$ cat config.mk
export PLATFORM = sky130hd
export DESIGN_NAME = pulse_width_byte_decoder_hex_out_unit
export DESIGN_NICKNAME = d
export VERILOG_FILES = /design/src/hw/rtl/pwbd_pkg.sv /design/src/hw/rtl/pulse_width_byte_decoder_hex_out_unit.sv /design/src/hw/rtl/pwbd_front.sv /design/src/hw/rtl/pwbd_queue.sv /design/src/hw/rtl/pwbd_back.sv
export SDC_FILE = /design/constraint.sdc
export NUM_CORES = 1
export LEC_CHECK = 0
export BUFFER_PORTS_ARGS = -buffer_cell sky130_fd_sc_hd__buf_4
export CORE_MARGIN = 4
export CORE_UTILIZATION = 49
export CTS_BUF_LIST = sky130_fd_sc_hd__clkbuf_2 sky130_fd_sc_hd__clkbuf_4 sky130_fd_sc_hd__clkbuf_8
export DETAILED_ROUTE_END_ITERATION = 16
export PLACE_DENSITY = 0.64
export SLEW_MARGIN = 30
export SYNTH_ARGS = -nofsm -noshare
export SYNTH_HDL_FRONTEND = slang
export SYNTH_SLANG_ARGS = --single-unit
$ cat constraint.sdc
create_clock -name i_clk -period 6.49 [get_ports i_clk]
set_input_delay 1.298 -clock i_clk [delete_from_list [all_inputs] [get_ports i_clk]]
set_output_delay 1.298 -clock i_clk [all_outputs]
set_load 0.05 [all_outputs]
$ cat src/hw/rtl/pwbd_pkg.sv
// Shared types, constants and a helper function of the pulse-width byte decoder.
package pwbd_pkg;

    localparam int FIFO_DEPTH = 64;
    localparam int FAW        = $clog2(FIFO_DEPTH);
    localparam int FCW        = $clog2(FIFO_DEPTH + 1);

    localparam int QDEPTH = 2;
    localparam int QAW    = $clog2(QDEPTH);
    localparam int QCW    = $clog2(QDEPTH + 1);

    localparam int          PAW           = 3;
    localparam logic        REG_THRESHOLD = 1'b0;
    localparam logic [15:0] THRESHOLD_RST = 16'h3000;

    localparam logic [7:0] CHAR_NL = 8'd10;

    typedef enum logic [1:0] {
        REQ_EDGE    = 2'd0,
        REQ_TIMEOUT = 2'd1,
        REQ_DRAIN   = 2'd2
    } t_req;

    typedef enum logic {
        BK_HIGH = 1'b0,
        BK_LOW  = 1'b1
    } t_back_state;

    typedef struct packed {
        logic       is_nl;
        logic [7:0] data;
    } t_job;

    function automatic logic [7:0] hex_char(input logic [3:0] nib);
        logic [7:0] c;
        c = {4'd0, nib} + 8'd48;
        if (c >= 8'd58) begin
            c = c + 8'd7;
        end
        return c;
    endfunction

endpackage

$ cat src/hw/rtl/pulse_width_byte_decoder_hex_out_unit.sv
// Top level of the pulse-width byte decoder with hex character output.
//
//  channel   direction  handshake                     payload
//  input     in         i_in_valid / o_in_stall       i_req_type, i_interval_count
//  output    out        o_out_valid / i_out_stall     o_char_code, o_last_of_run
//  config    in         psel, penable, pwrite, pready paddr, pwdata, prdata
//
// An item is taken every cycle while the job queue has room; a drain item produces
// two characters, so a run of drains is held back by the single output register.
// A drain byte is read from the FIFO memory into a register at acceptance, and is
// pushed to the queue from there once the queue has room. Reset is synchronous and
// clears all control state; no memory clearing pass is needed. Output stalls back up
// through the two-entry job queue into o_in_stall.
module pulse_width_byte_decoder_hex_out_unit
    import pwbd_pkg::*;
(
    input  logic           i_clk,
    input  logic           i_rst_n,
    input  logic           i_in_valid,
    output logic           o_in_stall,
    input  logic [1:0]     i_req_type,
    input  logic [15:0]    i_interval_count,
    output logic           o_out_valid,
    input  logic           i_out_stall,
    output logic [7:0]     o_char_code,
    output logic           o_last_of_run,
    input  logic           psel,
    input  logic           penable,
    input  logic           pwrite,
    input  logic [PAW-1:0] paddr,
    input  logic [31:0]    pwdata,
    output logic [31:0]    prdata,
    output logic           pready
);

    logic [15:0] r_threshold;
    logic        w_q_full;
    logic        w_q_push;
    t_job        w_push_job;
    logic        w_q_empty;
    logic        w_q_pop;
    t_job        w_head_job;

    assign pready = 1'b1;
    assign prdata = (paddr[PAW-1:2] == REG_THRESHOLD) ? {16'd0, r_threshold} : 32'd0;

    always_ff @(posedge i_clk) begin
        if (!i_rst_n) begin
            r_threshold <= THRESHOLD_RST;
        end else if (psel && penable && pwrite && pready
                     && paddr[PAW-1:2] == REG_THRESHOLD) begin
            r_threshold <= pwdata[15:0];
        end
    end

    pwbd_front u_front (
        .i_clk            (i_clk),
        .i_rst_n          (i_rst_n),
        .i_threshold      (r_threshold),
        .i_in_valid       (i_in_valid),
        .o_in_stall       (o_in_stall),
        .i_req_type       (i_req_type),
        .i_interval_count (i_interval_count),
        .i_q_full         (w_q_full),
        .o_q_push         (w_q_push),
        .o_q_job          (w_push_job)
    );

    pwbd_queue u_queue (
        .i_clk   (i_clk),
        .i_rst_n (i_rst_n),
        .i_push  (w_q_push),
        .i_job   (w_push_job),
        .o_full  (w_q_full),
        .i_pop   (w_q_pop),
        .o_empty (w_q_empty),
        .o_job   (w_head_job)
    );

    pwbd_back u_back (
        .i_clk         (i_clk),
        .i_rst_n       (i_rst_n),
        .i_q_empty     (w_q_empty),
        .i_q_job       (w_head_job),
        .o_q_pop       (w_q_pop),
        .o_out_valid   (o_out_valid),
        .i_out_stall   (i_out_stall),
        .o_char_code   (o_char_code),
        .o_last_of_run (o_last_of_run)
    );

endmodule

$ cat src/hw/rtl/pwbd_front.sv
// Front end: accepts items, decodes pulse bits, keeps the byte FIFO and issues jobs.
module pwbd_front
    import pwbd_pkg::*;
(
    input  logic        i_clk,
    input  logic        i_rst_n,
    input  logic [15:0] i_threshold,
    input  logic        i_in_valid,
    output logic        o_in_stall,
    input  logic [1:0]  i_req_type,
    input  logic [15:0] i_interval_count,
    input  logic        i_q_full,
    output logic        o_q_push,
    output t_job        o_q_job
);

    logic [7:0] byte_mem [FIFO_DEPTH];

    logic [7:0]     r_shift, n_shift;
    logic [2:0]     r_bit_cnt, n_bit_cnt;
    logic [FAW-1:0] r_wr_ptr, n_wr_ptr;
    logic [FAW-1:0] r_rd_ptr, n_rd_ptr;
    logic [FCW-1:0] r_fill, n_fill;
    logic           r_line_pend, n_line_pend;
    logic           r_job_vld, n_job_vld;
    logic           r_job_nl, n_job_nl;
    logic [7:0]     r_rd_byte;

    logic           w_hold;
    logic           w_accept;
    logic           w_mem_we;
    logic           w_mem_re;
    logic           w_new_job;
    logic           w_new_nl;
    logic [FAW-1:0] w_wr_next;
    logic [FAW-1:0] w_rd_next;

    assign w_hold     = r_job_vld && i_q_full;
    assign o_in_stall = w_hold;
    assign w_accept   = i_in_valid && !w_hold;
    assign o_q_push   = r_job_vld && !i_q_full;
    assign o_q_job    = '{is_nl: r_job_nl, data: r_rd_byte};

    assign w_wr_next = (r_wr_ptr == FAW'(FIFO_DEPTH - 1)) ? '0 : r_wr_ptr + 1'b1;
    assign w_rd_next = (r_rd_ptr == FAW'(FIFO_DEPTH - 1)) ? '0 : r_rd_ptr + 1'b1;

    always_comb begin
        n_shift     = r_shift;
        n_bit_cnt   = r_bit_cnt;
        n_wr_ptr    = r_wr_ptr;
        n_rd_ptr    = r_rd_ptr;
        n_fill      = r_fill;
        n_line_pend = r_line_pend;
        w_mem_we    = 1'b0;
        w_mem_re    = 1'b0;
        w_new_job   = 1'b0;
        w_new_nl    = 1'b0;
        if (w_accept) begin
            case (t_req'(i_req_type))
                REQ_EDGE: begin
                    n_shift   = {r_shift[6:0], (i_interval_count >= i_threshold)};
                    n_bit_cnt = r_bit_cnt + 3'd1;
                    if (r_bit_cnt == 3'd7) begin
                        w_mem_we    = 1'b1;
                        n_wr_ptr    = w_wr_next;
                        n_line_pend = 1'b1;
                        // A full FIFO drops its oldest byte: the read side follows the write side.
                        if (r_fill == FCW'(FIFO_DEPTH)) begin
                            n_rd_ptr = w_wr_next;
                        end else begin
                            n_fill = r_fill + 1'b1;
                        end
                    end
                end
                REQ_TIMEOUT: begin
                    n_bit_cnt   = 3'd0;
                    n_line_pend = 1'b0;
                    w_new_job   = r_line_pend;
                    w_new_nl    = 1'b1;
                end
                REQ_DRAIN: begin
                    if (r_fill != '0) begin
                        w_mem_re  = 1'b1;
                        n_rd_ptr  = w_rd_next;
                        n_fill    = r_fill - 1'b1;
                        w_new_job = 1'b1;
                    end
                end
                default: begin
                end
            endcase
        end
        n_job_vld = w_hold || w_new_job;
        n_job_nl  = w_hold ? r_job_nl : w_new_nl;
    end

    always_ff @(posedge i_clk) begin
        if (!i_rst_n) begin
            r_shift     <= '0;
            r_bit_cnt   <= '0;
            r_wr_ptr    <= '0;
            r_rd_ptr    <= '0;
            r_fill      <= '0;
            r_line_pend <= 1'b0;
            r_job_vld   <= 1'b0;
            r_job_nl    <= 1'b0;
        end else begin
            r_shift     <= n_shift;
            r_bit_cnt   <= n_bit_cnt;
            r_wr_ptr    <= n_wr_ptr;
            r_rd_ptr    <= n_rd_ptr;
            r_fill      <= n_fill;
            r_line_pend <= n_line_pend;
            r_job_vld   <= n_job_vld;
            r_job_nl    <= n_job_nl;
        end
    end

    always_ff @(posedge i_clk) begin
        if (w_mem_we) begin
            byte_mem[r_wr_ptr] <= n_shift;
        end
        if (w_mem_re) begin
            r_rd_byte <= byte_mem[r_rd_ptr];
        end
    end

endmodule

$ cat src/hw/rtl/pwbd_queue.sv
// Short job queue between the front end and the character back end.
module pwbd_queue
    import pwbd_pkg::*;
(
    input  logic i_clk,
    input  logic i_rst_n,
    input  logic i_push,
    input  t_job i_job,
    output logic o_full,
    input  logic i_pop,
    output logic o_empty,
    output t_job o_job
);

    t_job           r_entry [QDEPTH];
    logic [QAW-1:0] r_wr, n_wr;
    logic [QAW-1:0] r_rd, n_rd;
    logic [QCW-1:0] r_cnt, n_cnt;

    assign o_full  = (r_cnt == QCW'(QDEPTH));
    assign o_empty = (r_cnt == '0);
    assign o_job   = r_entry[r_rd];

    always_comb begin
        n_wr  = r_wr;
        n_rd  = r_rd;
        n_cnt = r_cnt;
        if (i_push) begin
            n_wr = (r_wr == QAW'(QDEPTH - 1)) ? '0 : r_wr + 1'b1;
        end
        if (i_pop) begin
            n_rd = (r_rd == QAW'(QDEPTH - 1)) ? '0 : r_rd + 1'b1;
        end
        if (i_push && !i_pop) begin
            n_cnt = r_cnt + 1'b1;
        end else if (i_pop && !i_push) begin
            n_cnt = r_cnt - 1'b1;
        end
    end

    always_ff @(posedge i_clk) begin
        if (!i_rst_n) begin
            r_wr  <= '0;
            r_rd  <= '0;
            r_cnt <= '0;
        end else begin
            r_wr  <= n_wr;
            r_rd  <= n_rd;
            r_cnt <= n_cnt;
        end
    end

    always_ff @(posedge i_clk) begin
        if (i_push) begin
            r_entry[r_wr] <= i_job;
        end
    end

endmodule

$ cat src/hw/rtl/pwbd_back.sv
// Back end: turns jobs into ASCII characters behind an output register.
module pwbd_back
    import pwbd_pkg::*;
(
    input  logic       i_clk,
    input  logic       i_rst_n,
    input  logic       i_q_empty,
    input  t_job       i_q_job,
    output logic       o_q_pop,
    output logic       o_out_valid,
    input  logic       i_out_stall,
    output logic [7:0] o_char_code,
    output logic       o_last_of_run
);

    t_back_state r_state, n_state;
    logic        r_out_vld, n_out_vld;
    logic [7:0]  r_char, n_char;
    logic        r_last, n_last;
    logic        w_load;

    assign w_load = !r_out_vld || !i_out_stall;

    always_comb begin
        n_state = r_state;
        case (r_state)
            BK_HIGH: begin
                if (w_load && !i_q_empty && !i_q_job.is_nl) begin
                    n_state = BK_LOW;
                end
            end
            BK_LOW: begin
                if (w_load) begin
                    n_state = BK_HIGH;
                end
            end
            default: begin
                n_state = BK_HIGH;
            end
        endcase
    end

    always_comb begin
        o_q_pop   = 1'b0;
        n_out_vld = r_out_vld && i_out_stall;
        n_char    = r_char;
        n_last    = r_last;
        if (w_load) begin
            case (r_state)
                BK_HIGH: begin
                    if (!i_q_empty) begin
                        n_out_vld = 1'b1;
                        o_q_pop   = i_q_job.is_nl;
                        n_char    = i_q_job.is_nl ? CHAR_NL : hex_char(i_q_job.data[7:4]);
                        n_last    = i_q_job.is_nl;
                    end
                end
                BK_LOW: begin
                    // The byte stays at the queue head until its low digit goes out.
                    n_out_vld = 1'b1;
                    o_q_pop   = 1'b1;
                    n_char    = hex_char(i_q_job.data[3:0]);
                    n_last    = 1'b1;
                end
                default: begin
                end
            endcase
        end
    end

    always_ff @(posedge i_clk) begin
        if (!i_rst_n) begin
            r_state   <= BK_HIGH;
            r_out_vld <= 1'b0;
        end else begin
            r_state   <= n_state;
            r_out_vld <= n_out_vld;
        end
    end

    always_ff @(posedge i_clk) begin
        r_char <= n_char;
        r_last <= n_last;
    end

    assign o_out_valid   = r_out_vld;
    assign o_char_code   = r_char;
    assign o_last_of_run = r_last;

endmodule

# After elaboration in Yosys (flattened, before gate mapping)
# Memory sizes are Yosys's and may differ from the RTL's. A register that Yosys moved wholly into a read port is not among the register bits.
# Cells that the tools add are included.
# word_totals
ramBits	530
output_inout_bits	44
input_bits	60
regBits	64
mem_count	2
word_cells	133
# op_classes
n_eq_ne	12
add_sub_neg	13
reduce_logical	33
bitwise	2
muxes	52
n_lt_le_gt_ge	3
# memory_table
name	words	word_bits	read_ports	rd_ports_with_merged_regs	write_ports	line_no	rtl
u_front.byte_mem	64	8	1	1	1	pwbd_front.sv:17	logic [7:0] byte_mem [FIFO_DEPTH];
u_queue.r_entry	2	9	1	1	1	pwbd_queue.sv:15	t_job r_entry [QDEPTH];
# ops
cell	count
8-bit 2-to-1 mux	6
6-bit 2-to-1 mux	5
1-bit 2-to-1 mux	25
7-bit 2-to-1 mux	3
8-bit by 3-bit adder with 8-bit output (second input constant)	2
16-bit >= comparator	1
8-bit by 6-bit >= comparator with 1-bit output (second input constant)	2
16-bit 2-to-1 mux	1
8-bit one-hot mux with 2 select lines	1
4-bit by 6-bit adder with 7-bit output (second input constant)	2
7-bit one-hot mux with 2 select lines	1
6-bit by 1-bit adder with 6-bit output (second input constant)	2
6-bit equality test (second input constant)	2
1-bit one-hot mux with 2 select lines	6
6-bit one-hot mux with 2 select lines	1
1-bit logical AND	11
5-bit AND reduction	2
1-bit zero test	8
7-bit by 1-bit adder with 7-bit output (second input constant)	1
7-bit equality test (second input constant)	1
7-bit nonzero test	1
7-bit by 1-bit subtractor with 7-bit output (second input constant)	1
2-bit by 1-bit inequality test with 1-bit output (second input constant)	3
3-bit one-hot mux with 2 select lines	1
other kinds (15)	26

# Depth between registers and ports, before layout
# logic_depth
ltp_word	7
mapped_depth	11
ltp_nobuf	10

# Hierarchy
# A second synthesis with hierarchy kept.
# unflattened
hier_cells	1389
hier_area_um2	24831.3
# by_module_without_submodules
mod	area_per_inst_um2	n_inst	seq_area_each_um2	cells_per_inst
pwbd_front	22400.2	1	16275.6	1170
pulse_width_byte_decoder_hex_out_unit	917.1	1	320.3	106
pwbd_queue	865.8	1	640.6	50
pwbd_back	648.1	1	280.3	63

# Worst setup path before layout
# Ideal clock, no wire load.
# synth_path
path_type	input port to flip-flop
start	in i_req_type[0]
end	mem u_front.byte_mem[0][0], data pin
setup_ns	0.501
slack_ns	2.173
path_buffers	2
path_stages	9
required_ns	5.989
t_arrival_ns	3.816
cell_sequence	inv_1 > ha_1 > clkbuf_1 > nand3_1 > clkbuf_1 > nor2_1 > o211ai_1 > a21oi_1 > nor2_1
# synth_via
elab_chain_cells	3
# synth_lines
element	line_no	rtl
start, declared	pulse_width_byte_decoder_hex_out_unit.sv:21	input logic [1:0] i_req_type,
2-bit zero test	pwbd_front.sv:59	case (t_req'(i_req_type))
8-bit 2-to-1 mux	pwbd_front.sv:59	
8-bit 2-to-1 mux	pwbd_front.sv:58	if (w_accept) begin
net u_front.n_shift[0]	pwbd_front.sv:19	logic [7:0] r_shift, n_shift;
end, declared	pwbd_front.sv:17	
# The timed path passes the listed nets, and every way through them passes these cells.

# Final worst setup path
# layout_path
start	in i_req_type[0]
end	mem u_front.byte_mem[28][7] (enable)
# layout_via
elab_chain_cells	5
# layout_lines
element	line_no	rtl
2-bit zero test	pwbd_front.sv:59	
1-bit 2-to-1 mux	pwbd_front.sv:59	
1-bit 2-to-1 mux	pwbd_front.sv:58	
1-bit 2-to-1 mux	pwbd_front.sv:120	if (w_mem_we) begin
1-bit 2-to-1 mux (not written as such)	pwbd_front.sv:121	byte_mem[r_wr_ptr] <= n_shift;
# Every way passes these cells.

==> results.md <==
- Worst Setup EP: u_front.byte_mem[28][7]$_DFFE_PP_
- Utilization after layout: 55.2%
- Crit. End Element: register
- Inserted Clock Buffers: 96
- Via density: between 5 and 6
- FF-to-FF setup slack: 2.87 ns
- Async SR Flop Fraction: 0%
- Largest net degree at the start of global routing: 66
- Fmax: approximately 240 MHz
- PwrDens: 284 nW/um^2
- WHS: 0.454 ns
- Predominant post-synthesis flop cell: edfxtp_1
- Tcrit/Tclk final: about 63%
- Die Ht: between 200 and 250 um
- Worst slew pin tran: approximately 0.99 ns
- CP Data Required Time: 6.78 ns
- PortBufs: 67
- Yosys top cell by area: edfxtp_1
- Post-DP HPWL: between 30000 and 40000 um
- Final nets: 1664
- Share of the synthesized area in the top cell type: 66.1%
- Hold Fails Final Rpt: 0
- DR pass1 iterations: 7
- Vias in the first global route: 13300
- Total number of vias: 13200
- Area Growth Syn to Fin: 11.3%
- Die width: roughly 230 um
- Max VDD drop: 0.171 mV
- Final min period: about 4 ns
- TritonCTS clock tree: built
- Final setup TNS: 0 ns
- Setup WS post-layout: ~2.4 ns
- Setup slack at placement: 1.75 ns
- CTS resizes: 0
- First-pass GRT wire length: between 80000 and 90000 um
- Cells after Synth: approximately 1500
- Antenna cells: 0
- Initial core utilization: 49.5%
- Clk slew on worst S/H paths: 0.06 ns
- CP Data Arrival Time: 4.40 ns
- Top post-synthesis cells by area: edfxtp_1, mux4_2, dfxtp_1
- Fraction of layout cells with a size suffix above 1: roughly 22%
- Clock sink total: 602
- Max clock buf depth: 3
- Yosys warnings: 0
- Initial DRC count: 1117
- Final Skew: 0.0310 ns
- Flops & latches, synth: 602
- FF-to-FF Start: u_queue.r_cnt[0]$_SDFFE_PN0P_
- RR Endpoint: u_front.byte_mem[28][7]$_DFFE_PP_
- Core ar.: 50100 sq um
- Status: complete, no violations
- Worst Reg-to-Reg Cells: 5
- Crit Path Class: in2reg
- Grt total ovfl: 0
- Total power: 7.83 mW
- Synthesized area per cell: roughly 17 sq um
- Die area: 54300 sq um
- Number of remaining DRC errors: 0
- Post-CTS Setup Inserts: 0
- Sequential area share after synthesis: between 70% and 80%
- Cell Area, Synth: 24800 sq um
- Avg WL per Cell: 23.1 um
- Crit path from: i_req_type[0]
- Critical Path Fanout Max: 11
- Number of synthesized flops with an enable pin: 546
- H-tree levels: 3
- Slew margin rel.: roughly a third
- Min-delay worst type: reg2reg
- DRT antenna net count: 0
- Library cells used by synthesis: about 70
- Initial antenna violation count: 0
- Skew-Pair Late Insertion Delay: 0.67 ns
- Gr usage total: 19.9%
- CP Launch Type: primary input
- Routed WL: 53700 um
- Hold buffers post-CTS: 0
- GPL Wtd Cong: about 0.83
- CTS Root Buffer Type: clkbuf_8
- Setup violators final: 0
- Max-cap violations: 0
- Leakage power: 8.76 nW
- Final Max Tran Viols: 0
- # IOs: 104
- RSZ-0062 raised after global routing: no
- FP Rows: 82
-- kinds of logic (layout without fill, tap and decap cells) --
logic type | Yosys count | count (layout) | synth area share, %
compound gates | 205 | 205 | 6.01
xor+xnor | 17 | 17 | 0.600
fa+ha+maj | 34 | 34 | 1.75
buf+inv | 130 | 297 | 3.08
flops | 602 | 602 | 70.6
mux | 154 | 154 | 12.0
other cells | 2 | 18 | 0.0303
simple gates | 323 | 323 | 5.88
-- synthesized netlist by cell type, types with 7 or more instances --
library cell and n:
a21oi_1 34, buf_4 24, ha_1 33, or3_1 9, nor2_1 110, a21boi_0 24, nand2_1 105, o21ai_0 25
edfxtp_1 546, and2_1 16, nand2b_1 10, xnor2_1 13, dfxtp_1 56, inv_1 36, mux2i_1 36, buf_6 7
clkbuf_1 35, a21o_1 7, a22o_1 11, buf_2 13, a22oi_1 36, mux4_2 107, nand3_1 23, o22ai_1 12
nor3_1 12, nor2b_1 18
-- per-layer routing --
layer  GRT usage [%]  up-vias  share of wire (%)
met5               0        -                  0
met4            6.69        0                2.4
met3            3.87       77                6.2
met2            32.9      426                 50
met1            26.6     6730                 41
li1                -     5941                  -
-- area by class of cell --
type,instances,area [sq um]
Clock inverter,44,231
Multi-Input combinational cell,751,6620
Tap cell,672,841
Timing Repair Buffer,82,628
Inverter,37,139
Clock buffer,134,1630
Sequential cell,602,17500
Fill cell,4075,22400
-- stage by stage --
stage / instances / cell area [sq um]
2_1_floorplan: 1483 / 24900
3_3_place_gp: 2144 / 25700
3_5_place_dp: 2144 / 25800
4_1_cts: 2322 / 27600
5_1_grt: 2322 / 27600
6_report: 2322 / 27600
-- critical path, stage by stage --
cell,delay [ns]
buf_4,0.11
inv_1,0.07
ha_1,0.36
nand3_1,0.51
nor2_1,0.60
nand3_1,0.61
nor2_1,0.82
-- cells in the final DEF (no fill, tap or decap), types with 11 or more instances in the layout --
cell type and n:
edfxtp_1 546, nor2_1 109, mux4_2 107, clkbuf_8 100, nand2_1 98, buf_4 81
dfxtp_1 54, inv_1 36, mux2i_1 36, a22oi_1 36, a21oi_1 34, clkbuf_4 34
ha_1 33, clkinv_1 27, o21ai_0 25, a21boi_0 24, nand3_1 23, nor2b_1 18
conb_1 18, and2_1 16, xnor2_1 13, o22ai_1 12, clkinv_2 12, a22o_1 11
-- flip-flops by register name (all words and copies together), names as in the netlist, 2 cells and up, named ones only --
name                cells
u_front.r_fill          7
u_front.r_bit_cnt       3
u_queue.r_entry        18
u_back.o_char_code      7
u_front.r_rd_byte       8
u_front.r_shift         8
r_threshold            16
u_queue.r_cnt           2
u_front.byte_mem      512
u_front.r_rd_ptr        6
u_front.r_wr_ptr        6
-- report_power, final --
| group | switching [mW] | leakage (nW) | total, mW | internal (mW) |
|---|---|---|---|---|
| registers | 0.0391 | 5.31 | 4.28 | 4.24 |
| logic | 0.283 | 2.45 | 0.431 | 0.148 |
| clock network | 1.46 | 1.00 | 3.13 | 1.67 |
| total | 1.78 | 8.76 | 7.83 | 6.06 |
-- how the worst min path moves through the flow --
stage                                        start                         endpoint  slack [ns]  depth (start not counted)
detailed placement  u_front.r_rd_byte[3]$_DFFE_PP_  u_queue.r_entry[0][3]$_DFFE_PP_        0.44                          0
global route        u_front.r_rd_byte[6]$_DFFE_PP_  u_queue.r_entry[0][6]$_DFFE_PP_        0.47                          0
CTS                 u_front.r_rd_byte[3]$_DFFE_PP_  u_queue.r_entry[1][3]$_DFFE_PP_        0.45                          0
floorplan           u_front.r_rd_byte[0]$_DFFE_PP_  u_queue.r_entry[0][0]$_DFFE_PP_        0.42                          0
finish              u_front.r_rd_byte[7]$_DFFE_PP_  u_queue.r_entry[0][7]$_DFFE_PP_        0.45                          0
global placement    u_front.r_rd_byte[5]$_DFFE_PP_  u_queue.r_entry[0][5]$_DFFE_PP_        0.43                          0
Power figures use the tool's default switching activity.
